**config.mk**
```make
export PLATFORM = sky130hd
export DESIGN_NAME = ir_pulse_distance_frame_decoder_flat
export DESIGN_NICKNAME = d
export VERILOG_FILES = /design/src/hw/rtl/ipd_pkg.sv /design/src/hw/rtl/ipd_in_if.sv /design/src/hw/rtl/ipd_out_if.sv /design/src/hw/rtl/ipd_cfg_regs.sv /design/src/hw/rtl/ipd_frame_store.sv /design/src/hw/rtl/ipd_decoder.sv /design/src/hw/rtl/ipd_emitter.sv /design/src/hw/rtl/ir_pulse_distance_frame_decoder.sv /design/src/flat_wrapper.sv
export SDC_FILE = /design/constraint.sdc
export NUM_CORES = 1
export LEC_CHECK = 0
export BUFFER_PORTS_ARGS = -buffer_cell sky130_fd_sc_hd__buf_2
export CORE_UTILIZATION = 35
export CTS_CLUSTER_SIZE = 25
export DETAILED_ROUTE_END_ITERATION = 10
export PLACE_DENSITY = 0.52
export SYNTH_ARGS = -nofsm -noshare
export SYNTH_HDL_FRONTEND = slang
export SYNTH_SLANG_ARGS = --single-unit
```
**constraint.sdc**
```tcl
create_clock -name clk_i -period 7.4 [get_ports clk_i]
set_clock_uncertainty 0.2 [all_clocks]
set_input_delay 0.74 -clock clk_i [delete_from_list [all_inputs] [get_ports clk_i]]
set_output_delay 0.74 -clock clk_i [all_outputs]
set_load 0.01 [all_outputs]
```
**src/hw/rtl/ipd_pkg.sv**
```systemverilog
// Shared types, constants and duration-match helpers for the IR frame decoder.
`timescale 1ns / 1ps
`default_nettype none
package ipd_pkg;

  // Configuration port geometry
  localparam int unsigned ApbAddrW = 5;
  localparam int unsigned ApbDataW = 32;

  // Register reset values
  localparam logic [15:0] RstLeaderMark  = 16'd9000;
  localparam logic [15:0] RstLeaderSpace = 16'd4500;
  localparam logic [15:0] RstBitMark     = 16'd560;
  localparam logic [15:0] RstZeroSpace   = 16'd560;
  localparam logic [15:0] RstOneSpace    = 16'd1690;
  localparam logic [15:0] RstGapSpace    = 16'd8000;
  localparam logic [15:0] RstTolerance   = 16'd200;
  localparam logic        RstChecksumEn  = 1'b1;

  // Register index map (byte address is 4 * index)
  typedef enum logic [2:0] {
    REG_LEADER_MARK  = 3'd0,
    REG_LEADER_SPACE = 3'd1,
    REG_BIT_MARK     = 3'd2,
    REG_ZERO_SPACE   = 3'd3,
    REG_ONE_SPACE    = 3'd4,
    REG_GAP_SPACE    = 3'd5,
    REG_TOLERANCE    = 3'd6,
    REG_CHECKSUM_EN  = 3'd7
  } ipd_reg_e;

  // Frame decode phase
  typedef enum logic [2:0] {
    PH_WAIT_LEADER = 3'd0,
    PH_DATA        = 3'd1,
    PH_STOP        = 3'd2,
    PH_FAIL        = 3'd3,
    PH_DONE        = 3'd4
  } ipd_phase_e;

  // Timing configuration seen by the decoder
  typedef struct packed {
    logic [15:0] leader_mark_us;
    logic [15:0] leader_space_us;
    logic [15:0] bit_mark_us;
    logic [15:0] zero_space_us;
    logic [15:0] one_space_us;
    logic [15:0] gap_space_us;
    logic [15:0] tolerance_us;
    logic        checksum_enable;
  } ipd_cfg_t;

  // Readout request from decoder to emitter
  typedef struct packed {
    logic start;      // frame ended valid, start reading the store
    logic drop_last;  // checksum byte is not emitted
  } ipd_emit_req_t;

  // Lower edge of the window, clamped at zero
  function automatic logic [16:0] dur_lower(logic [15:0] nom, logic [15:0] tol);
    logic [16:0] lo;
    lo = (nom > tol) ? {1'b0, nom - tol} : 17'd0;
    return lo;
  endfunction

  // Upper edge of the window, one bit wider so it cannot wrap
  function automatic logic [16:0] dur_upper(logic [15:0] nom, logic [15:0] tol);
    logic [16:0] hi;
    hi = {1'b0, nom} + {1'b0, tol};
    return hi;
  endfunction

  // Duration inside nominal +/- tolerance
  function automatic logic dur_match(logic [15:0] nom, logic [15:0] tol, logic [15:0] d);
    logic ok;
    ok = ({1'b0, d} >= dur_lower(nom, tol)) && ({1'b0, d} <= dur_upper(nom, tol));
    return ok;
  endfunction

endpackage
`default_nettype wire

```
**src/hw/rtl/ipd_in_if.sv**
```systemverilog
// Request channel carrying one frame start or one mark/space pair.
`timescale 1ns / 1ps
`default_nettype none
interface ipd_in_if;
  logic        valid;
  logic        ready;
  logic        req_type;
  logic [15:0] mark_us;
  logic [15:0] space_us;

  modport source (output valid, output req_type, output mark_us, output space_us,
                  input ready);
  modport sink   (input valid, input req_type, input mark_us, input space_us,
                  output ready);
endinterface
`default_nettype wire

```
**src/hw/rtl/ipd_out_if.sv**
```systemverilog
// Result channel carrying one decoded payload byte with its last flag.
`timescale 1ns / 1ps
`default_nettype none
interface ipd_out_if;
  logic       valid;
  logic       ready;
  logic [7:0] payload_byte;
  logic       last_byte;

  modport source (output valid, output payload_byte, output last_byte, input ready);
  modport sink   (input valid, input payload_byte, input last_byte, output ready);
endinterface
`default_nettype wire

```
**src/hw/rtl/ipd_cfg_regs.sv**
```systemverilog
// APB-style register file holding the decoder timing configuration.
`timescale 1ns / 1ps
`default_nettype none
module ipd_cfg_regs (
  input  wire logic                          clk_i,
  input  wire logic                          rst_ni,
  input  wire logic                          psel,
  input  wire logic                          penable,
  input  wire logic                          pwrite,
  input  wire logic [ipd_pkg::ApbAddrW-1:0]  paddr,
  input  wire logic [ipd_pkg::ApbDataW-1:0]  pwdata,
  output      logic [ipd_pkg::ApbDataW-1:0]  prdata,
  output      logic                          pready,
  output      ipd_pkg::ipd_cfg_t             cfg_o
);
  import ipd_pkg::*;

  ipd_cfg_t cfg_q, cfg_d;
  ipd_reg_e reg_sel;
  logic     wr_en;

  assign pready  = 1'b1;
  assign reg_sel = ipd_reg_e'(paddr[4:2]);
  assign wr_en   = psel & penable & pwrite;
  assign cfg_o   = cfg_q;

  // Write decode
  always_comb begin
    cfg_d = cfg_q;
    if (wr_en) begin
      unique case (reg_sel)
        REG_LEADER_MARK:  cfg_d.leader_mark_us  = pwdata[15:0];
        REG_LEADER_SPACE: cfg_d.leader_space_us = pwdata[15:0];
        REG_BIT_MARK:     cfg_d.bit_mark_us     = pwdata[15:0];
        REG_ZERO_SPACE:   cfg_d.zero_space_us   = pwdata[15:0];
        REG_ONE_SPACE:    cfg_d.one_space_us    = pwdata[15:0];
        REG_GAP_SPACE:    cfg_d.gap_space_us    = pwdata[15:0];
        REG_TOLERANCE:    cfg_d.tolerance_us    = pwdata[15:0];
        REG_CHECKSUM_EN:  cfg_d.checksum_enable = pwdata[0];
        default: ;
      endcase
    end
  end

  // Read mux
  always_comb begin
    prdata = '0;
    unique case (reg_sel)
      REG_LEADER_MARK:  prdata = {16'd0, cfg_q.leader_mark_us};
      REG_LEADER_SPACE: prdata = {16'd0, cfg_q.leader_space_us};
      REG_BIT_MARK:     prdata = {16'd0, cfg_q.bit_mark_us};
      REG_ZERO_SPACE:   prdata = {16'd0, cfg_q.zero_space_us};
      REG_ONE_SPACE:    prdata = {16'd0, cfg_q.one_space_us};
      REG_GAP_SPACE:    prdata = {16'd0, cfg_q.gap_space_us};
      REG_TOLERANCE:    prdata = {16'd0, cfg_q.tolerance_us};
      REG_CHECKSUM_EN:  prdata = {31'd0, cfg_q.checksum_enable};
      default: ;
    endcase
  end

  always_ff @(posedge clk_i or negedge rst_ni) begin
    if (!rst_ni) begin
      cfg_q.leader_mark_us  <= RstLeaderMark;
      cfg_q.leader_space_us <= RstLeaderSpace;
      cfg_q.bit_mark_us     <= RstBitMark;
      cfg_q.zero_space_us   <= RstZeroSpace;
      cfg_q.one_space_us    <= RstOneSpace;
      cfg_q.gap_space_us    <= RstGapSpace;
      cfg_q.tolerance_us    <= RstTolerance;
      cfg_q.checksum_enable <= RstChecksumEn;
    end else begin
      cfg_q <= cfg_d;
    end
  end

endmodule
`default_nettype wire

```
**src/hw/rtl/ipd_frame_store.sv**
```systemverilog
// Frame byte memory: one write port, one registered read port.
`timescale 1ns / 1ps
`default_nettype none
module ipd_frame_store #(
  parameter int unsigned DEPTH = 16,
  parameter int unsigned AW    = 4
) (
  input  wire logic          clk_i,
  input  wire logic          wr_en_i,
  input  wire logic [AW-1:0] wr_addr_i,
  input  wire logic [7:0]    wr_data_i,
  input  wire logic          rd_en_i,
  input  wire logic [AW-1:0] rd_addr_i,
  output      logic [7:0]    rd_data_o
);

  logic [7:0] mem_q [DEPTH];
  logic [7:0] rd_data_q;

  assign rd_data_o = rd_data_q;

  // Write port
  always_ff @(posedge clk_i) begin
    if (wr_en_i) begin
      mem_q[wr_addr_i] <= wr_data_i;
    end
  end

  // Read port, data held until the next read
  always_ff @(posedge clk_i) begin
    if (rd_en_i) begin
      rd_data_q <= mem_q[rd_addr_i];
    end
  end

endmodule
`default_nettype wire

```
**src/hw/rtl/ipd_decoder.sv**
```systemverilog
// Symbol decoder: leader, bit and stop checks, byte assembly and checksum.
`timescale 1ns / 1ps
`default_nettype none
module ipd_decoder #(
  parameter int unsigned FRAME_BYTES       = 16,
  parameter int unsigned FIRST_BLOCK_BYTES = 6,
  parameter int unsigned CUSTOMER_BYTES    = 2,
  parameter int unsigned AW                = 4,
  parameter int unsigned CW                = 5
) (
  input  wire logic                   clk_i,
  input  wire logic                   rst_ni,
  input  wire ipd_pkg::ipd_cfg_t      cfg_i,
  input  wire logic                   accept_i,
  input  wire logic                   req_type_i,
  input  wire logic [15:0]            mark_us_i,
  input  wire logic [15:0]            space_us_i,
  output      logic                   wr_en_o,
  output      logic [AW-1:0]          wr_addr_o,
  output      logic [7:0]             wr_data_o,
  output      ipd_pkg::ipd_emit_req_t emit_o
);
  import ipd_pkg::*;

  ipd_phase_e    phase_q, phase_d;
  logic [2:0]    bit_pos_q, bit_pos_d;
  logic [7:0]    asm_q, asm_d;
  logic [CW-1:0] count_q, count_d;
  logic [7:0]    xor_q, xor_d;
  logic [7:0]    final_q, final_d;

  logic          leader_ok, mark_ok, zero_ok, one_ok;
  logic          gap_min_ok, gap_max_ok;
  logic [7:0]    new_byte;
  logic [CW-1:0] count_inc;

  // Window checks, all in parallel
  assign leader_ok  = dur_match(cfg_i.leader_mark_us, cfg_i.tolerance_us, mark_us_i) &&
                      dur_match(cfg_i.leader_space_us, cfg_i.tolerance_us, space_us_i);
  assign mark_ok    = dur_match(cfg_i.bit_mark_us, cfg_i.tolerance_us, mark_us_i);
  assign zero_ok    = dur_match(cfg_i.zero_space_us, cfg_i.tolerance_us, space_us_i);
  assign one_ok     = dur_match(cfg_i.one_space_us, cfg_i.tolerance_us, space_us_i);
  assign gap_min_ok = {1'b0, space_us_i} >= dur_lower(cfg_i.gap_space_us, cfg_i.tolerance_us);
  assign gap_max_ok = {1'b0, space_us_i} <= dur_upper(cfg_i.gap_space_us, cfg_i.tolerance_us);

  // Zero wins when both windows overlap; a one sets the current bit, LSB first
  assign new_byte  = asm_q | ({7'd0, ~zero_ok} << bit_pos_q);
  assign count_inc = count_q + 1'b1;

  assign wr_addr_o = count_q[AW-1:0];
  assign wr_data_o = new_byte;

  // Next state and store write
  always_comb begin
    phase_d   = phase_q;
    bit_pos_d = bit_pos_q;
    asm_d     = asm_q;
    count_d   = count_q;
    xor_d     = xor_q;
    final_d   = final_q;
    wr_en_o   = 1'b0;
    emit_o    = '0;
    if (accept_i) begin
      if (req_type_i) begin
        phase_d   = PH_WAIT_LEADER;
        bit_pos_d = '0;
        asm_d     = '0;
        count_d   = '0;
        xor_d     = '0;
      end else begin
        unique case (phase_q)
          PH_WAIT_LEADER: begin
            phase_d = leader_ok ? PH_DATA : PH_FAIL;
          end
          PH_DATA: begin
            if (!mark_ok || !(zero_ok || one_ok)) begin
              phase_d = PH_FAIL;
            end else begin
              bit_pos_d = bit_pos_q + 3'd1;
              if (bit_pos_q == 3'd7) begin
                // byte complete
                if (count_q >= CW'(CUSTOMER_BYTES) && count_q < CW'(FRAME_BYTES - 1)) begin
                  xor_d = xor_q ^ new_byte;
                end
                if (count_q < CW'(FRAME_BYTES)) begin
                  wr_en_o = 1'b1;
                end
                if (count_q == CW'(FRAME_BYTES - 1)) begin
                  final_d = new_byte;
                end
                count_d = count_inc;
                asm_d   = '0;
                if (count_inc == CW'(FIRST_BLOCK_BYTES) || count_inc >= CW'(FRAME_BYTES)) begin
                  phase_d = PH_STOP;
                end
              end else begin
                asm_d = new_byte;
              end
            end
          end
          PH_STOP: begin
            phase_d = PH_FAIL;
            if (mark_ok && gap_min_ok) begin
              if (gap_max_ok) begin
                // inter-block gap
                if (count_q == CW'(FIRST_BLOCK_BYTES)) begin
                  phase_d = PH_DATA;
                end
              end else if (count_q == CW'(FRAME_BYTES) &&
                           (!cfg_i.checksum_enable || xor_q == final_q)) begin
                // final stop, frame valid
                phase_d          = PH_DONE;
                emit_o.start     = 1'b1;
                emit_o.drop_last = cfg_i.checksum_enable;
              end
            end
          end
          default: ;  // failed or done: ignore pairs
        endcase
      end
    end
  end

  always_ff @(posedge clk_i or negedge rst_ni) begin
    if (!rst_ni) begin
      phase_q   <= PH_WAIT_LEADER;
      bit_pos_q <= '0;
      asm_q     <= '0;
      count_q   <= '0;
      xor_q     <= '0;
    end else begin
      phase_q   <= phase_d;
      bit_pos_q <= bit_pos_d;
      asm_q     <= asm_d;
      count_q   <= count_d;
      xor_q     <= xor_d;
    end
  end

  // Copy of the last stored byte for the checksum compare
  always_ff @(posedge clk_i) begin
    final_q <= final_d;
  end

endmodule
`default_nettype wire

```
**src/hw/rtl/ipd_emitter.sv**
```systemverilog
// Readout sequencer: streams stored bytes through the output register.
`timescale 1ns / 1ps
`default_nettype none
module ipd_emitter #(
  parameter int unsigned FRAME_BYTES = 16,
  parameter int unsigned AW          = 4
) (
  input  wire logic                   clk_i,
  input  wire logic                   rst_ni,
  input  wire ipd_pkg::ipd_emit_req_t emit_i,
  output      logic                   busy_o,
  output      logic                   rd_en_o,
  output      logic [AW-1:0]          rd_addr_o,
  input  wire logic [7:0]             rd_data_i,
  output      logic                   out_valid_o,
  input  wire logic                   out_ready_i,
  output      logic [7:0]             out_byte_o,
  output      logic                   out_last_o
);
  import ipd_pkg::*;

  logic          active_q, active_d;    // reads left to issue
  logic [AW-1:0] rd_idx_q, rd_idx_d;
  logic [AW-1:0] last_idx_q, last_idx_d;
  logic          pend_q, pend_d;        // read data waiting in the memory register
  logic          pend_last_q, pend_last_d;
  logic          ovalid_q, ovalid_d;
  logic [7:0]    obyte_q, obyte_d;
  logic          olast_q, olast_d;

  logic          out_free, consume, issue;

  assign out_free = ~ovalid_q | out_ready_i;
  assign consume  = pend_q & out_free;
  assign issue    = active_q & (~pend_q | consume);

  assign busy_o      = active_q | pend_q;
  assign rd_en_o     = issue;
  assign rd_addr_o   = rd_idx_q;
  assign out_valid_o = ovalid_q;
  assign out_byte_o  = obyte_q;
  assign out_last_o  = olast_q;

  // Read issue, skid and output register
  always_comb begin
    active_d    = active_q;
    rd_idx_d    = rd_idx_q;
    last_idx_d  = last_idx_q;
    pend_d      = pend_q;
    pend_last_d = pend_last_q;
    ovalid_d    = ovalid_q;
    obyte_d     = obyte_q;
    olast_d     = olast_q;
    if (emit_i.start) begin
      active_d   = 1'b1;
      rd_idx_d   = '0;
      last_idx_d = emit_i.drop_last ? AW'(FRAME_BYTES - 2) : AW'(FRAME_BYTES - 1);
    end
    if (consume) begin
      ovalid_d = 1'b1;
      obyte_d  = rd_data_i;
      olast_d  = pend_last_q;
    end else if (out_ready_i) begin
      ovalid_d = 1'b0;
    end
    if (issue) begin
      pend_d      = 1'b1;
      pend_last_d = (rd_idx_q == last_idx_q);
      rd_idx_d    = rd_idx_q + 1'b1;
      if (rd_idx_q == last_idx_q) begin
        active_d = 1'b0;
      end
    end else if (consume) begin
      pend_d = 1'b0;
    end
  end

  always_ff @(posedge clk_i or negedge rst_ni) begin
    if (!rst_ni) begin
      active_q <= 1'b0;
      pend_q   <= 1'b0;
      ovalid_q <= 1'b0;
    end else begin
      active_q <= active_d;
      pend_q   <= pend_d;
      ovalid_q <= ovalid_d;
    end
  end

  always_ff @(posedge clk_i) begin
    rd_idx_q    <= rd_idx_d;
    last_idx_q  <= last_idx_d;
    pend_last_q <= pend_last_d;
    obyte_q     <= obyte_d;
    olast_q     <= olast_d;
  end

endmodule
`default_nettype wire

```
**src/hw/rtl/ir_pulse_distance_frame_decoder.sv**
```systemverilog
// Top level of the pulse-distance IR frame decoder.
//
//   Channel  Dir  Handshake       Payload
//   req_i    in   valid/ready     req_type, mark_us, space_us
//   res_o    out  valid/ready     payload_byte, last_byte
//   cfg      in   APB write/read  8 timing registers at 4*index
//
// Each request is decoded in the cycle it is accepted; ready stays high while idle.
// A valid final stop starts a readout of the frame store via its read register,
// one byte per cycle paced by res_o.ready; req_i.ready is low until the
// last byte sits in the output register (FRAME_BYTES or FRAME_BYTES-1 bytes).
// Reset restores register defaults and the leader wait; the store is not cleared.
`timescale 1ns / 1ps
`default_nettype none
module ir_pulse_distance_frame_decoder #(
  parameter int unsigned FRAME_BYTES       = 16,
  parameter int unsigned FIRST_BLOCK_BYTES = 6,
  parameter int unsigned CUSTOMER_BYTES    = 2
) (
  input  wire logic                          clk_i,
  input  wire logic                          rst_ni,
  ipd_in_if.sink                             req_i,
  ipd_out_if.source                          res_o,
  input  wire logic                          psel,
  input  wire logic                          penable,
  input  wire logic                          pwrite,
  input  wire logic [ipd_pkg::ApbAddrW-1:0]  paddr,
  input  wire logic [ipd_pkg::ApbDataW-1:0]  pwdata,
  output      logic [ipd_pkg::ApbDataW-1:0]  prdata,
  output      logic                          pready
);
  import ipd_pkg::*;

  localparam int unsigned AW   = $clog2(FRAME_BYTES);
  localparam int unsigned MAX1 = (FRAME_BYTES + 1 > FIRST_BLOCK_BYTES) ?
                                 FRAME_BYTES + 1 : FIRST_BLOCK_BYTES;
  localparam int unsigned MAX2 = (MAX1 > CUSTOMER_BYTES) ? MAX1 : CUSTOMER_BYTES;
  localparam int unsigned CW   = $clog2(MAX2 + 1);

  ipd_cfg_t      cfg;
  ipd_emit_req_t emit_req;
  logic          busy, accept;
  logic          wr_en, rd_en;
  logic [AW-1:0] wr_addr, rd_addr;
  logic [7:0]    wr_data, rd_data;

  // Input is held off while the store is being read out
  assign req_i.ready = ~busy;
  assign accept      = req_i.valid & ~busy;

  ipd_cfg_regs u_cfg (
    .clk_i   (clk_i),
    .rst_ni  (rst_ni),
    .psel    (psel),
    .penable (penable),
    .pwrite  (pwrite),
    .paddr   (paddr),
    .pwdata  (pwdata),
    .prdata  (prdata),
    .pready  (pready),
    .cfg_o   (cfg)
  );

  ipd_decoder #(
    .FRAME_BYTES       (FRAME_BYTES),
    .FIRST_BLOCK_BYTES (FIRST_BLOCK_BYTES),
    .CUSTOMER_BYTES    (CUSTOMER_BYTES),
    .AW                (AW),
    .CW                (CW)
  ) u_dec (
    .clk_i      (clk_i),
    .rst_ni     (rst_ni),
    .cfg_i      (cfg),
    .accept_i   (accept),
    .req_type_i (req_i.req_type),
    .mark_us_i  (req_i.mark_us),
    .space_us_i (req_i.space_us),
    .wr_en_o    (wr_en),
    .wr_addr_o  (wr_addr),
    .wr_data_o  (wr_data),
    .emit_o     (emit_req)
  );

  // Writes happen only on accepted requests, reads only while busy: never both
  ipd_frame_store #(
    .DEPTH (FRAME_BYTES),
    .AW    (AW)
  ) u_store (
    .clk_i     (clk_i),
    .wr_en_i   (wr_en),
    .wr_addr_i (wr_addr),
    .wr_data_i (wr_data),
    .rd_en_i   (rd_en),
    .rd_addr_i (rd_addr),
    .rd_data_o (rd_data)
  );

  ipd_emitter #(
    .FRAME_BYTES (FRAME_BYTES),
    .AW          (AW)
  ) u_emit (
    .clk_i       (clk_i),
    .rst_ni      (rst_ni),
    .emit_i      (emit_req),
    .busy_o      (busy),
    .rd_en_o     (rd_en),
    .rd_addr_o   (rd_addr),
    .rd_data_i   (rd_data),
    .out_valid_o (res_o.valid),
    .out_ready_i (res_o.ready),
    .out_byte_o  (res_o.payload_byte),
    .out_last_o  (res_o.last_byte)
  );

endmodule
`default_nettype wire

```
**src/flat_wrapper.sv**
```systemverilog
// flat-port wrapper written by rule: the top's interface ports become plain ports
module ir_pulse_distance_frame_decoder_flat import ipd_pkg::*;
#(
  parameter int unsigned FRAME_BYTES       = 16,
  parameter int unsigned FIRST_BLOCK_BYTES = 6,
  parameter int unsigned CUSTOMER_BYTES    = 2
)
  (clk_i, rst_ni, psel, penable, pwrite, paddr, pwdata, prdata, pready, req_i_valid, req_i_req_type, req_i_mark_us, req_i_space_us, req_i_ready, res_o_valid, res_o_payload_byte, res_o_last_byte, res_o_ready);
  ipd_in_if req_i_i ();
  ipd_out_if res_o_i ();
  input  wire logic clk_i;
  input  wire logic rst_ni;
  input  wire logic psel;
  input  wire logic penable;
  input  wire logic pwrite;
  input  wire logic [ipd_pkg::ApbAddrW-1:0] paddr;
  input  wire logic [ipd_pkg::ApbDataW-1:0] pwdata;
  output      logic [ipd_pkg::ApbDataW-1:0] prdata;
  output      logic pready;
  input wire logic [$bits(req_i_i.valid)-1:0] req_i_valid;
  input wire logic [$bits(req_i_i.req_type)-1:0] req_i_req_type;
  input wire logic [$bits(req_i_i.mark_us)-1:0] req_i_mark_us;
  input wire logic [$bits(req_i_i.space_us)-1:0] req_i_space_us;
  output wire logic [$bits(req_i_i.ready)-1:0] req_i_ready;
  output wire logic [$bits(res_o_i.valid)-1:0] res_o_valid;
  output wire logic [$bits(res_o_i.payload_byte)-1:0] res_o_payload_byte;
  output wire logic [$bits(res_o_i.last_byte)-1:0] res_o_last_byte;
  input wire logic [$bits(res_o_i.ready)-1:0] res_o_ready;
  assign req_i_i.valid = req_i_valid;
  assign req_i_i.req_type = req_i_req_type;
  assign req_i_i.mark_us = req_i_mark_us;
  assign req_i_i.space_us = req_i_space_us;
  assign req_i_ready = req_i_i.ready;
  assign res_o_valid = res_o_i.valid;
  assign res_o_payload_byte = res_o_i.payload_byte;
  assign res_o_last_byte = res_o_i.last_byte;
  assign res_o_i.ready = res_o_ready;
  ir_pulse_distance_frame_decoder #(.FRAME_BYTES(FRAME_BYTES), .FIRST_BLOCK_BYTES(FIRST_BLOCK_BYTES), .CUSTOMER_BYTES(CUSTOMER_BYTES)) u_core (.clk_i(clk_i), .rst_ni(rst_ni), .req_i(req_i_i), .res_o(res_o_i), .psel(psel), .penable(penable), .pwrite(pwrite), .paddr(paddr), .pwdata(pwdata), .prdata(prdata), .pready(pready));
endmodule
```
* Word-level counts from Yosys, hierarchy flattened *
Memory sizes are Yosys's and may differ from the RTL's. A register that Yosys moved wholly into a read port is not among the register bits.
Index checks and enable logic that the tools add are counted.

operators by class
  add/sub/neg operators = 15
  bitwise logic cells = 16
  mux-type cells = 57
  order comparisons = 22
  reduce and logical (&&, ||, !) cells = 38
  equality and inequality tests = 19
  shift operators = 1

operators by type and width
  cell                                                                    count
  32-bit one-hot mux with 8 select lines                                  1
  16-bit by 16-bit adder with 17-bit output                               6
  16-bit by 17-bit less-or-equal comparator with 1-bit output             6
  16-bit greater-or-equal comparator                                      6
  16-bit > comparator                                                     6
  16-bit 2-to-1 mux                                                       6
  16-bit subtractor                                                       6
  8-bit 2-to-1 mux                                                        9
  3-bit 2-to-1 mux                                                        10
  5-bit 2-to-1 mux                                                        4
  1-bit 2-to-1 mux                                                        16
  2-bit 2-to-1 mux                                                        8
  2-bit AND reduction                                                     8
  3-bit equality test (second input constant)                             5
  2-bit nonzero test                                                      6
  5-bit by 3-bit equality test with 1-bit output (second input constant)  2
  3-bit by 2-bit equality test with 1-bit output (second input constant)  3
  1-bit logical AND                                                       9
  3-bit one-hot mux with 3 select lines                                   1
  8-bit equality test                                                     1
  4-bit 2-to-1 mux                                                        2
  4-bit inequality test (second input constant)                           2
  8-bit OR                                                                1
  4-bit AND reduction                                                     2
  24 further kinds                                                        42

word-level totals
  output and inout bits = 44
  memories kept = 1
  word-level logic and storage cells = 191
  RAM bits = 128
  bits in registers = 169
  bits of input ports = 77

memory list
  name                  depth  width  read ports  clocked after Yosys merged registers in  wr ports  line                   text
  u_core.u_store.mem_q  16     8      1           1                                        1         ipd_frame_store.sv:17  logic [7:0] mem_q [DEPTH];

* Depth between registers and ports, before layout *
Gate-level depths: netlist of run 1.

  depth in word-level cells = 13
  mapped depth = 26
  gate-level depth less buffers = 23

* By module *
A second synthesis of run 1 with hierarchy kept.

unflattened totals
  cell total of the unflattened synthesis = 2652
  area, all modules = 26427.8 um^2

modules (own cells, without submodules)
  module                           seq. area each (um^2)  cells each  instances  area an instance (um^2)
  ipd_decoder                      915.9                  1990        1          15103.2
  ipd_cfg_regs                     2867.8                 390         1          5418.9
  ipd_frame_store                  4083.9                 229         1          5227.5
  ipd_emitter                      525.5                  41          1          668.1
  ir_pulse_distance_frame_decoder  0.0                    2           1          10.0

* Least setup slack after synthesis of run 1 *
OpenSTA, ideal clock, no wires.

  path kind = register to register
  from = reg u_core.u_cfg.cfg_q (netlist bit u_core.u_cfg.cfg_o[2])
  to = reg u_core.u_dec.xor_q[0]
  data required time = 7070 ps
  cell stages (with the launch flop) = 21
  clock period less this slack = 6125 ps
  slack = 1275 ps
  buffers on the path = 0
  data arrival time = 5795 ps
  library setup time = 130 ps
  path through = dfrtp_1 inv_1 ha_1 nand2b_1 a21oi_1 o21ai_0 a21oi_1 a211o_1 nor2b_1 o31a_1 o41ai_1 xnor2_1 ha_1 nand3_1 or2_2 o221ai_1 nand3_4 o41ai_1 nand3_1 mux2i_1 o21ai_1

on the way
  cells in the longest elaborated chain, start to end = 13
  elaborated cells between the ends (all ways) = 36
  those cells by class = 6 x add/sub; 9 x order compare; 1 x eq/ne; 1 x shift; 8 x mux; 3 x bitwise; 8 x reduce/logical

RTL lines
  element                                                          line                text
  start: declaration                                               ipd_cfg_regs.sv:18  ipd_cfg_t cfg_q, cfg_d;
  start signal: assignment                                         ipd_cfg_regs.sv:72  cfg_q <= cfg_d;
  16-bit subtractor / 16-bit > comparator (equally long branches)  ipd_pkg.sv:62       lo = (nom > tol) ? {1'b0, nom - tol} : 17'd0;
  16-bit 2-to-1 mux                                                ipd_pkg.sv:62
  16-bit greater-or-equal comparator                               ipd_pkg.sv:76       ok = ({1'b0, d} >= dur_lower(nom, tol)) && ({1'b0, d} <= dur_upper(nom, tol));
  1-bit logical AND *                                              ipd_pkg.sv:76
  1-bit inverter *                                                 ipd_decoder.sv:47   assign new_byte = asm_q | ({7'd0, ~zero_ok} << bit_pos_q);
  1-bit by 3-bit << shifter with 8-bit output *                    ipd_decoder.sv:47
  8-bit OR *                                                       ipd_decoder.sv:47
  net u_core.u_dec.wr_data_o[0]                                    ipd_decoder.sv:20   output logic [7:0] wr_data_o,
  8-bit bitwise XOR *                                              ipd_decoder.sv:83   xor_d = xor_q ^ new_byte;
  8-bit 2-to-1 mux *                                               ipd_decoder.sv:82   if (count_q >= CW'(CUSTOMER_BYTES) && count_q < CW'(FRAME_BYTES - 1)) begin
  8-bit 2-to-1 mux *                                               ipd_decoder.sv:80   if (bit_pos_q == 3'd7) begin
  8-bit 2-to-1 mux *                                               ipd_decoder.sv:76   if (!mark_ok || !(zero_ok || one_ok)) begin
  8-bit 2-to-1 mux *                                               ipd_decoder.sv:71   unique case (phase_q)
  8-bit 2-to-1 mux *                                               ipd_decoder.sv:64   if (req_type_i) begin
  end signal: assignment                                           ipd_decoder.sv:136  xor_q <= xor_d;
  end: declaration                                                 ipd_decoder.sv:29   logic [7:0] xor_q, xor_d;

The timed path passes the listed nets; every way through them passes the cells marked *. The select of a mux whose other input is x is not followed.
A chain may end at the register's enable or synchronous reset.

* Worst setup path after layout of run 1 *
  from = reg u_core.u_cfg.cfg_q (netlist bit u_core.u_cfg.cfg_o[3])
  to = mem u_core.u_store.mem_q[6][1], enable pin

on the way
  cells in the longest elaborated chain, start to end = 13
  elaborated cells between the ends (all ways) = 31
  those cells by class = 6 x add/sub; 9 x order compare; 9 x mux; 7 x reduce/logical

RTL lines
  element                                                          line                   text
  16-bit subtractor / 16-bit > comparator (equally long branches)  ipd_pkg.sv:62
  16-bit 2-to-1 mux                                                ipd_pkg.sv:62
  16-bit greater-or-equal comparator                               ipd_pkg.sv:76
  1-bit logical AND                                                ipd_pkg.sv:76
  1-bit logical OR                                                 ipd_decoder.sv:76
  1-bit zero test                                                  ipd_decoder.sv:76
  1-bit logical OR *                                               ipd_decoder.sv:76
  1-bit 2-to-1 mux *                                               ipd_decoder.sv:76
  1-bit 2-to-1 mux *                                               ipd_decoder.sv:71
  1-bit 2-to-1 mux *                                               ipd_decoder.sv:64
  1-bit 2-to-1 mux *                                               ipd_decoder.sv:63      if (accept_i) begin
  1-bit 2-to-1 mux *                                               ipd_frame_store.sv:24  if (wr_en_i) begin
  1-bit 2-to-1 mux (not written as such) *                         ipd_frame_store.sv:25  mem_q[wr_addr_i] <= wr_data_i;
  end: declaration                                                 ipd_frame_store.sv:17

Every way passes the cells marked *; elsewhere a longest branch is shown, timed or not.

==> impl_metrics.py, run 1 <==
metrics = {
    "yosys": {
        "yosys.area_share.xor_xnor": 0.0529,
        "synth_adder_area_share": 0.193,
        "async_flop_share": 0.474,
        "synth_warnings": 0,
        "syn_inst": 2764,
        "muxShareOfSynthArea": 0.0908,
        "synth.distinct_cells": 96,
        "ys_seq_elements": 302,
        "synth_compound_area_frac": 0.158,
        "synth_edf_count": 159,
        "synthFlopType": "edfxtp_1",
        "postSynthAreaPerCell_um2": 9.64,
        "yosys.area_share.simple": 0.146,
        "synth_top_family_by_area": "adder cells",
        "syn-cell-area_um2": 26700,
        "ys_seq_area_frac": 0.315,
    },
    "clock_tree": {
        "ctsLongestPathBuffers": 3,
        "cts_hold_buf": 0,
        "cts-root-buf": "clkbuf_16",
        "ctsHtreeMaxLevel": 1,
        "cts_sinks": 302,
        "post_cts_resized": 0,
        "cts_tree": "built",
        "path_clk_slew_ps": 60,
        "cts_post_setup_buffers_inserted": 0,
        "clk_latency_ps": 590,
        "cts_buffers": 31,
    },
    "routing": {
        "detailedRoute.firstPassIterationCount": 6,
        "vias_per_cell": 5.55,
        "first_iter_violations": 1515,
        "wirelength_mm": 81.5,
        "ant_nets": 0,
        "avgRoutedWirePerCell_um": 21.4,
        "vias": 21100,
        "drc": 0,
    },
    "cells_and_area": {
        "mostFrequentLayoutCell": "ha_1",
        "fillers": 7453,
        "area_growth_pct": 9.46,
        "final_nets": 3285,
        "fin_cells": 3800,
        "drive_above_1_share": 0.145,
        "final_cell_mix": "ha_1 (392), nand2_1 (221), nor2_1 (183)",
        "final_util": 0.389,
    },
    "status": {
        "status": "finished with violations",
        "violations": "negative hold slack",
    },
    "worst_setup_path": {
        "cp_max_fo": 14,
        "crit_chain": "inv_1 > ha_1 > a21o_1 > a31oi_1 > a21oi_1 > a211o_1 > a21o_1 > a21oi_1 > o21a_1 > nor2_1 > buf_4 > o21ai_0 > ha_1 > and3_1 > o2111ai_1 > o21ai_0 > buf_4 > nand2_1 > and2b_2 > and2_4 > nor4b_4 > and4_1",
        "crit_path_end_kind": "flop",
        "cp.arrival_ps": 6900,
        "startpoint_type": "flop",
        "crit_type": "flop to flop",
        "critPathMaxStageDelay_ps": 550,
        "critPathRequiredTime_ps": 7450,
        "critPathSlowestCell": "dfrtp_1",
        "path_buf_inv": 3,
        "critPathTopFamily": "compound AO/OA/AOI/OAI gates",
    },
    "grt": {
        "gr-total-overflow": 0,
        "grt_usage": 0.208,
        "grt_start_max_net_pins": 92,
        "antenna_found_initial": 2,
        "first_global_vias": 20600,
        "grt_pass1_wl_mm": 125,
    },
    "pwr": {
        "power.leakage_nw": 12.4,
        "peakVddDrop_mv": 0.184,
        "powerDensity_nw_per_um2": 324,
    },
    "floorplan": {
        "initial_core_util": 0.356,
        "core_um2": 74900,
        "fp.dieArea_um2": 77300,
        "rows": 100,
        "die_x_um": 278,
        "die_h_um": 278,
        "ios": 121,
    },
    "placed_design": {
        "dp_hpwl_mm": 65.6,
        "gp_congestion": 0.905,
        "place_inst": 3740,
        "port_buffers": 85,
    },
    "job": {
        "drv_cap": 0,
    },
    "timing": {
        "finalSetupViolCount": 0,
        "fin_crit_ps": 6850,
        "rsz0062_at_grt": "false",
        "maxSlewViolCount": 0,
        "worst_slew_pin_slew_ps": 1320,
        "hold_ws_ps": -4.38,
        "fin_setup_tns_ps": 0,
        "timing.fmax_mhz": 146,
        "hold_viol_final": 2,
        "max_slew_margin": 0.117,
        "period_share": 0.926,
    },
    "min_path": {
        "hp-class": "input port to async pin",
    },
}
[sequential cells by signal (all words and copies together) (netlist names)]
register                   count
u_core.u_store.mem_q         128
u_core.u_cfg.cfg_o           113
u_core.u_dec.asm_q             8
u_core.u_dec.final_q           8
u_core.u_dec.xor_q             8
u_core.u_emit.out_byte_o       8
u_core.u_store.rd_data_o       8
u_core.u_dec.count_q           5
u_core.u_emit.rd_addr_o        4
u_core.u_dec.bit_pos_q         3
u_core.u_dec.phase_q           3
u_core.u_emit.active_q         1
u_core.u_emit.last_idx_q       1
u_core.u_emit.out_last_o       1
u_core.u_emit.out_valid_o      1
u_core.u_emit.pend_last_q      1
u_core.u_emit.pend_q           1
[layout make-up]
| class | count | area [µm²] | area share |
|---|---|---|---|
| multi-input cells | 2196 | 17200 | 0.588 |
| flip-flops and latches | 302 | 8390 | 0.288 |
| well taps | 969 | 1210 | 0.0416 |
| repair buffers | 141 | 852 | 0.0292 |
| clock buffers | 41 | 823 | 0.0282 |
| inverters | 132 | 495 | 0.0170 |
| clock inverters | 17 | 223 | 0.00763 |
| diodes | 2 | 5.00 | 0.000172 |
[per-layer routing]
layer | track usage | share of wire
met1 | 0.270 | 0.44
met2 | 0.365 | 0.49
met3 | 0.0200 | 0.041
met4 | 0.0571 | 0.030
met5 | 0 | 0
[path summary, 6_finish.rpt]
| path | startpoint | end | slack [ps] | cells after the start |
|---|---|---|---|---|
| worst max register to register | u_core.u_cfg.cfg_o[3]$_DFFE_PN0P_ | u_core.u_store.mem_q[6][1]$_DFFE_PP_ | 550 | 22 |
| worst min register to register | u_core.u_store.rd_data_o[0]$_DFFE_PP_ | u_core.u_emit.out_byte_o[0]$_DFFE_PP_ | 220 | 0 |
| min in group clk_i | u_core.u_store.rd_data_o[0]$_DFFE_PP_ | u_core.u_emit.out_byte_o[0]$_DFFE_PP_ | 220 | 0 |
| max in group asynchronous | rst_ni | u_core.u_emit.out_valid_o$_DFFE_PN0P_ | 5690 | 2 |
| worst min-delay path | rst_ni | u_core.u_cfg.cfg_o[49]$_DFFE_PN0P_ | -4 | 1 |
| worst max-delay path | u_core.u_cfg.cfg_o[3]$_DFFE_PN0P_ | u_core.u_store.mem_q[6][1]$_DFFE_PP_ | 550 | 22 |
[power breakdown]
| part | internal (mW) | leakage (nW) | switching (mW) |
|---|---|---|---|
| Clock | 0.932 | 0.505 | 0.688 |
| Combinational | 2.20 | 8.73 | 3.24 |
| Sequential | 2.11 | 3.21 | 0.298 |
[cells in the mapped netlist (all sizes together), types with 9 or more instances]
| cell | instances | area share |
|---|---|---|
| a2111oi | 11 | 0.0041 |
| a211oi | 19 | 0.0057 |
| a21o | 46 | 0.013 |
| a21oi | 181 | 0.034 |
| a221oi | 20 | 0.0075 |
| a31oi | 30 | 0.0070 |
| and2 | 11 | 0.0027 |
| and3 | 18 | 0.0042 |
| buf | 45 | 0.010 |
| clkbuf | 104 | 0.015 |
| dfrtp | 111 | 0.10 |
| dfstp | 32 | 0.032 |
| edfxtp | 159 | 0.18 |
| fa | 12 | 0.0090 |
| ha | 392 | 0.18 |
| inv | 132 | 0.019 |
| mux2 | 109 | 0.046 |
| mux2i | 54 | 0.020 |
| mux4 | 29 | 0.025 |
| nand2 | 222 | 0.032 |
| nand2b | 50 | 0.012 |
| nand3 | 61 | 0.012 |
| nand3b | 10 | 0.0028 |
| nand4 | 52 | 0.012 |
| nor2 | 184 | 0.026 |
| nor2b | 41 | 0.0096 |
| nor3 | 56 | 0.011 |
| nor4 | 18 | 0.0047 |
| o211ai | 15 | 0.0046 |
| o21a | 22 | 0.0062 |
| o21ai | 149 | 0.028 |
| o21bai | 28 | 0.0079 |
| o311ai | 18 | 0.0066 |
| o31a | 9 | 0.0030 |
| o31ai | 11 | 0.0031 |
| o41ai | 12 | 0.0045 |
| or2 | 11 | 0.0027 |
| or3 | 19 | 0.0045 |
| xnor2 | 128 | 0.042 |
| xor2 | 33 | 0.011 |
[cells by family (layout without fill, tap and decap cells)]
logic type                 after synthesis  count (layout)
muxes                                  192             192
buffers and inverters                  281             331
and+or+nand+nor                        783             783
other                                    2              19
AOI/OAI and AO/OA                      639             639
xor gates and xnor gates               161             161
adders and majority gates              404             404
DFF                                    302             302
[stage by stage]
stage / cell area (µm²) / power (mW) / setup WS [ps]
after floorplan: 26700 / 6.17 / 1270
after global placement: 28100 / 7.68 / 650
after detailed placement: 28100 / 7.80 / 642
after CTS: 29200 / 9.47 / 641
after global routing: 29200 / 10.2 / 349
final: 29200 / 9.46 / 546
(Power assumes the default switching activity.)
==> run 2: changes to the inputs <==
--- a/config.mk
+++ b/config.mk
@@ -5,6 +5,7 @@
 export SDC_FILE = /design/constraint.sdc
 export NUM_CORES = 1
 export LEC_CHECK = 0
+export ABC_AREA = 1
 export BUFFER_PORTS_ARGS = -buffer_cell sky130_fd_sc_hd__buf_2
 export CORE_UTILIZATION = 35
 export CTS_CLUSTER_SIZE = 25
==> run 2 against run 1 <==
  * The run ends with design-rule violations left
  * Sequential share of layout area grew 0.20 points
  * Setup slack gained 600 ps
  * Maximum frequency grew 9.6%
  * Via count grew 10%
  * Synthesized cell count grew 22%
  * Global-route usage grew 1.8 points
  * First-iteration DRC count grew 3.8%
  * Final area shrank 0.69%
  * Die area shrank 1.4%
  * Clock power grew 6%
  * Critical path depth grew 5
==> impl_metrics.py, run 2 <==
metrics = {
    "status": {
        "status": "finished with violations",
        "violations": "design-rule violations",
    },
    "yosys": {
        "syn_inst": 3376,
        "async_flop_share": 0.474,
        "synth_top_area_frac": 0.187,
        "synthFlopType": "edfxtp_1",
        "synth_warnings": 0,
        "synth_edf_count": 159,
        "ys_seq_area_frac": 0.319,
        "ys_seq_elements": 302,
        "synth.area.top_cells": "ha_1 (19%), edfxtp_1 (18%), dfrtp_1 (11%), nand2_1 (10%), a21oi_1 (5.9%)",
        "yosys.area.top_type": "ha_1",
        "synth_common_cells": "nand2_1 (726), ha_1 (392), inv_1 (371)",
        "syn-cell-area_um2": 26300,
        "synth.distinct_cells": 61,
        "postSynthAreaPerCell_um2": 7.78,
        "synth_most_common_cell": "nand2_1",
    },
    "grt": {
        "gr-total-overflow": 0,
        "antenna_found_initial": 7,
        "grt_usage": 0.225,
        "first_global_vias": 22100,
        "grt_pass1_wl_mm": 131,
        "grt_start_max_net_pins": 86,
    },
    "clock_tree": {
        "cts_sinks": 302,
        "cts_tree": "built",
        "cts_hold_buf": 0,
        "cts_buffers": 34,
        "post_cts_resized": 0,
        "cts-root-buf": "clkbuf_16",
        "ctsLongestPathBuffers": 3,
        "ctsHtreeMaxLevel": 2,
        "path_clk_slew_ps": 60,
        "cts_post_setup_buffers_inserted": 0,
        "clk_latency_ps": 550,
    },
    "worst_setup_path": {
        "critPathSlowestCell": "dfstp_2",
        "crit_path_end_kind": "flop",
        "r2r_cells": 27,
        "regToRegStartpoint": "u_core.u_cfg.cfg_o[8]$_DFFE_PN1P_",
        "cp_common_cell": "nand2_1",
        "critPathTopFamily": "simple AND/OR/NAND/NOR gates",
        "cp_max_fo": 17,
        "startpoint_type": "flop",
        "crit_type": "flop to flop",
        "rr_endpoint": "u_core.u_store.mem_q[1][2]$_DFFE_PP_",
        "critPathMaxStageDelay_ps": 690,
        "path_buf_inv": 4,
        "critPathRequiredTime_ps": 7450,
        "cp.arrival_ps": 6300,
        "reg2reg_slack_ps": 1150,
    },
    "routing": {
        "detailedRoute.firstPassIterationCount": 9,
        "avgRoutedWirePerCell_um": 19.4,
        "vias": 23300,
        "first_iter_violations": 1572,
        "ant_nets": 0,
        "vias_per_cell": 5.24,
        "drc": 1,
        "wirelength_mm": 86.2,
    },
    "placed_design": {
        "dp_hpwl_mm": 68.6,
        "gp_congestion": 0.934,
        "place_inst": 4378,
        "port_buffers": 85,
    },
    "timing": {
        "fin_setup_tns_ps": 0,
        "hold_viol_final": 0,
        "fin_crit_ps": 6250,
        "worst_slew_pin_slew_ps": 1170,
        "max_slew_margin": 0.221,
        "period_share": 0.845,
        "maxSlewViolCount": 0,
        "rsz0062_at_grt": "false",
        "timing.fmax_mhz": 160,
        "finalSetupViolCount": 0,
    },
    "cells_and_area": {
        "area_growth_pct": 10.3,
        "drive_above_1_share": 0.0865,
        "seq_area_um2": 8390,
        "fillers": 7796,
        "mostFrequentLayoutCell": "nand2_1",
        "largest_register_ffs": 128,
        "final_nets": 3926,
        "regMostFlops": "u_core.u_store.mem_q",
        "final_util": 0.390,
        "final_cell_mix": "nand2_1 (726), ha_1 (392), inv_1 (371)",
        "multi_input_area_um2": 15900,
        "fin_cells": 4441,
    },
    "floorplan": {
        "die_h_um": 276,
        "core_um2": 74300,
        "rows": 100,
        "ios": 121,
        "die_x_um": 276,
        "initial_core_util": 0.353,
        "fp.dieArea_um2": 76200,
    },
    "pwr": {
        "peakVddDrop_mv": 0.140,
        "power.leakage_nw": 13.3,
        "intPower_mw": 5.18,
        "power_switching_mw": 5.06,
        "powerDensity_nw_per_um2": 354,
        "switching_share": 0.494,
        "clkPwrFrac": 0.168,
        "p_seq_frac": 0.232,
        "pwr-share-comb": 0.600,
    },
    "job": {
        "drv_cap": 0,
    },
    "min_path": {
        "hp-class": "input port to async pin",
    },
}
## run 2: changes by cell type in the layout (fill, tap and decap cells not counted), moves of 41 or more
cell	before	now
nand2b_1	49	0
a21oi_1	181	310
mux2i_1	54	0
inv_1	131	371
nor2b_1	41	0
xor2_1	33	88
nand2_1	221	726
xnor2_1	128	6
mux2_2	109	0
o21ai_0	137	285
nand3_1	60	152
## run 2: power groups by stage
stage / combinational, mW / sequential (mW) / clock (mW)
2_1_floorplan: 4.33 / 2.31 / 0
3_3_place_gp: 6.08 / 2.39 / 0
3_5_place_dp: 6.10 / 2.40 / 0
4_1_cts: 6.13 / 2.37 / 1.76
5_1_grt: 6.96 / 2.41 / 1.82
6_report: 6.14 / 2.37 / 1.72
## run 2: layout make-up
type,count,area share
multi-input combinational,2577,0.549
sequential,302,0.290
inverter,386,0.0501
tap,969,0.0419
clock buffer,47,0.0324
timing repair buffer,144,0.0302
clock inverter,12,0.00609
antenna,4,0.000346
## run 2: worst max-delay path by stage
stage               slack (ps)                              endpoint                         startpoint  cells past startpoint
floorplan                 2080  u_core.u_store.mem_q[4][0]$_DFFE_PP_  u_core.u_cfg.cfg_o[2]$_DFFE_PN0P_                     28
global placement          1230  u_core.u_store.mem_q[1][1]$_DFFE_PP_  u_core.u_cfg.cfg_o[8]$_DFFE_PN1P_                     27
detailed placement        1160     u_core.u_dec.final_q[7]$_DFFE_PP_  u_core.u_cfg.cfg_o[8]$_DFFE_PN1P_                     26
CTS                       1170  u_core.u_store.mem_q[1][2]$_DFFE_PP_  u_core.u_cfg.cfg_o[8]$_DFFE_PN1P_                     27
global route               680  u_core.u_store.mem_q[1][2]$_DFFE_PP_  u_core.u_cfg.cfg_o[8]$_DFFE_PN1P_                     23
finish                    1150  u_core.u_store.mem_q[1][2]$_DFFE_PP_  u_core.u_cfg.cfg_o[8]$_DFFE_PN1P_                     27
## run 2: logic make-up (layout without fill, tap and decap cells)
logic type / count (synthesis) / count (layout) / synth area share
other: 2 / 21 / 0.000286
xor gates and xnor gates: 94 / 94 / 0.0313
buffers and inverters: 512 / 589 / 0.0783
and+or+nand+nor: 1278 / 1278 / 0.207
AOI/OAI and AO/OA: 784 / 784 / 0.168
adders and majority gates: 404 / 404 / 0.196
DFF: 302 / 302 / 0.319
## run 2: worst reg2reg max path, delay by kind of cell, from the launching register on
family	cells	cell delay (ps)
AND/OR/NAND/NOR	17	2800
buffers and inverters	4	910
adder cells (fa/ha/maj)	2	830
flip-flops	1	690
AO/OA/AOI/OAI	4	530
## run 2: routing by layer
metal	up-vias	GRT usage	share of wire	wire length (µm)
li1	11600	-	-	-
met1	11000	0.321	0.48	41600
met2	533	0.354	0.44	37900
met3	101	0.0299	0.051	4370
met4	2	0.0667	0.026	2260
met5	-	0	0.00015	13
## run 2: metrics by stage
stage	power [mW]	cell area, µm²	setup slack [ps]	hold slack [ps]
floorplan	6.63	26300	2080	200
finish	10.2	29000	1150	5.13
global route	11.2	29000	680	84.2
global placement	8.47	27800	1230	203
CTS	10.3	29000	1170	62.0
detailed placement	8.50	27800	1160	207
==> run 3: changes to the inputs <==
--- a/config.mk
+++ b/config.mk
@@ -10,7 +10,7 @@
 export CORE_UTILIZATION = 35
 export CTS_CLUSTER_SIZE = 25
 export DETAILED_ROUTE_END_ITERATION = 10
-export PLACE_DENSITY = 0.52
+export PLACE_DENSITY = 0.54
 export SYNTH_ARGS = -nofsm -noshare
 export SYNTH_HDL_FRONTEND = slang
 export SYNTH_SLANG_ARGS = --single-unit
==> constraint.sdc (replaced) <==
create_clock -name clk_i -period 5.6 [get_ports clk_i]
set_clock_uncertainty 0.2 [all_clocks]
set_input_delay 0.56 -clock clk_i [delete_from_list [all_inputs] [get_ports clk_i]]
set_output_delay 0.56 -clock clk_i [all_outputs]
set_load 0.01 [all_outputs]
==> run 3 against run 2 <==
  * The flow now finishes without violations
  * Non-clock buffer count up 51
  * Critical path depth down 1
  * Clock power up 21%
  * Register-to-register slack worse by 890 ps
  * Utilization up 0.53 points
  * Sequential share of layout area down 0.39 points
  * Largest cell class unchanged
==> impl_metrics.py, run 3 (synthesized netlist as in run 2, its figures left out) <==
metrics = {
    "cells_and_area": {
        "drive_above_1_share": 0.106,
        "mostFrequentLayoutCell": "nand2_1",
        "fillers": 7718,
        "area_growth_pct": 11.8,
        "final_nets": 3974,
        "final_cell_mix": "nand2_1 (723), ha_1 (388), inv_1 (369)",
        "largest_register_ffs": 128,
        "fin_cells": 4490,
        "regMostFlops": "u_core.u_store.mem_q",
    },
    "floorplan": {
        "rows": 100,
        "core_um2": 74300,
        "ios": 121,
        "initial_core_util": 0.353,
        "fp.dieArea_um2": 76200,
        "die_x_um": 276,
        "die_h_um": 276,
    },
    "clock_tree": {
        "clk_latency_ps": 600,
        "ctsHtreeMaxLevel": 1,
        "cts-root-buf": "clkbuf_16",
        "path_clk_slew_ps": 70,
        "cts_buffers": 31,
        "cts_tree": "built",
        "cts_sinks": 302,
        "ctsLongestPathBuffers": 3,
    },
    "timing": {
        "period_share": 0.954,
        "worst_slew_pin_slew_ps": 1140,
        "timing.fmax_mhz": 187,
        "rsz0062_at_grt": "false",
        "fin_crit_ps": 5340,
        "fin_setup_tns_ps": 0,
        "maxSlewViolCount": 0,
        "hold_viol_final": 0,
        "timing.final.ws_setup_ps": 258,
        "finalSetupViolCount": 0,
        "max_slew_margin": 0.241,
    },
    "min_path": {
        "hp-class": "input port to flop",
    },
    "routing": {
        "detailedRoute.firstPassIterationCount": 5,
        "ant_nets": 0,
        "vias_per_cell": 5.22,
        "first_iter_violations": 1486,
        "avgRoutedWirePerCell_um": 19.1,
        "vias": 23400,
        "drc": 0,
        "wirelength_mm": 85.6,
    },
    "pwr": {
        "finalPower_mw": 13.5,
        "pwr-share-comb": 0.614,
        "power_switching_mw": 6.65,
        "p_seq_frac": 0.232,
        "intPower_mw": 6.80,
        "powerDensity_nw_per_um2": 458,
        "power.leakage_nw": 13.5,
        "switching_share": 0.494,
        "peakVddDrop_mv": 0.230,
        "clkPwrFrac": 0.154,
    },
    "worst_setup_path": {
        "cp_max_fo": 17,
        "critPathRequiredTime_ps": 5690,
        "reg2reg_slack_ps": 260,
        "cp.arrival_ps": 5430,
        "crit_path_end_kind": "flop",
        "crit_type": "flop to flop",
        "r2r_cells": 26,
        "regToRegStartpoint": "u_core.u_cfg.cfg_o[4]$_DFFE_PN1P_",
        "rr_endpoint": "u_core.u_store.mem_q[7][5]$_DFFE_PP_",
        "startpoint_type": "flop",
        "crit_path_start": "u_core.u_cfg.cfg_o[4]$_DFFE_PN1P_",
        "crit_end": "u_core.u_store.mem_q[7][5]$_DFFE_PP_",
    },
    "grt": {
        "grt_start_max_net_pins": 70,
        "antenna_found_initial": 6,
        "gr-total-overflow": 0,
        "grt_pass1_wl_mm": 130,
        "grt_usage": 0.223,
        "first_global_vias": 22200,
    },
    "placed_design": {
        "port_buffers": 85,
        "place_inst": 4423,
        "dpl_worst_slack_ps": 57.6,
        "dp_hpwl_mm": 68.9,
        "gp_congestion": 0.919,
    },
    "status": {
        "status": "complete, no violations",
    },
    "job": {
        "drv_cap": 0,
    },
}
## run 3: cell count changes in the layout (fill, tap and decap cells not counted), moves of 4 or more
cell / before / now
clkinv_2: 3 / 9
ha_1: 392 / 388
clkbuf_1: 9 / 1
buf_4: 59 / 107
clkinvlp_4: 0 / 8
## run 3: cell type report
cell class	instances	area, µm²	share of cell area
antenna	3	7.51	0.000256
clock buffer	33	793	0.0270
clock inverter	25	223	0.00759
inverter	386	1460	0.0496
multi-input combinational	2577	16000	0.545
sequential	302	8390	0.286
tap	969	1210	0.0413
timing repair buffer	195	1280	0.0438
## run 3: repair_timing
action / CTS / global route
endpoints found under the hold margin: 37 / 0
setup buffers: 0 / 5
hold buffers: 1 / 0
resized for setup: 0 / 21
setup endpoints to repair: 0 / 271
## run 3: per-stage QoR
step                utilization  hold WS (ps)  instance area (µm²)
floorplan                     -          64.4                26300
global placement          0.379           201                28200
detailed placement        0.379           206                28200
CTS                       0.393          3.24                29200
global route              0.395          37.7                29400
finish                    0.395          28.3                29400
## run 3: worst min-delay path by stage
stage / end / startpoint / slack [ps] / depth (start not counted)
floorplan: u_core.u_cfg.cfg_o[101]$_DFFE_PN0P_ / rst_ni / 60 / 0
global placement: u_core.u_emit.out_byte_o[6]$_DFFE_PP_ / u_core.u_store.rd_data_o[6]$_DFFE_PP_ / 200 / 0
detailed placement: u_core.u_emit.out_byte_o[0]$_DFFE_PP_ / u_core.u_store.rd_data_o[0]$_DFFE_PP_ / 210 / 0
CTS: u_core.u_emit.out_valid_o$_DFFE_PN0P_ / res_o_ready / 3 / 4
global route: u_core.u_emit.out_valid_o$_DFFE_PN0P_ / res_o_ready / 40 / 4
finish: u_core.u_emit.out_valid_o$_DFFE_PN0P_ / res_o_ready / 30 / 4
## run 3: critical path, stage by stage (launching register included)
cell        delay [ps]
dfstp_2            550
clkinvlp_4          90
buf_12             150
ha_1               320
buf_4              160
inv_2              100
nand3_1             80
o21ai_0            380
a31oi_1            210
o21ai_0            390
nand2_1            180
nor3_1             160
nor2_1              70
xor2_1             160
ha_1               300
inv_1               60
nor3_1             170
nand4_1            100
nand2_1             90
nor2_2              40
nand2_2             70
nand2_4            110
nand2_4            150
nand4_2             80
buf_4              210
nor3_1             190
buf_4              230
## run 3: power by group through the flow
stage | registers (mW) | logic (mW) | clock network (mW)
2_1_floorplan | 3.05 | 5.72 | 0
6_report | 3.12 | 8.26 | 2.08
3_3_place_gp | 3.13 | 8.13 | 0
5_1_grt | 3.15 | 9.39 | 2.19
4_1_cts | 3.10 | 8.21 | 2.12
3_5_place_dp | 3.14 | 8.16 | 0
## run 3: layer usage
metal / part of all wire / track usage / wire, µm
met3: 0.050 / 0.0220 / 4290
met5: 0.00015 / 0 / 13
met1: 0.48 / 0.319 / 40900
met2: 0.45 / 0.365 / 38700
met4: 0.020 / 0.0435 / 1690
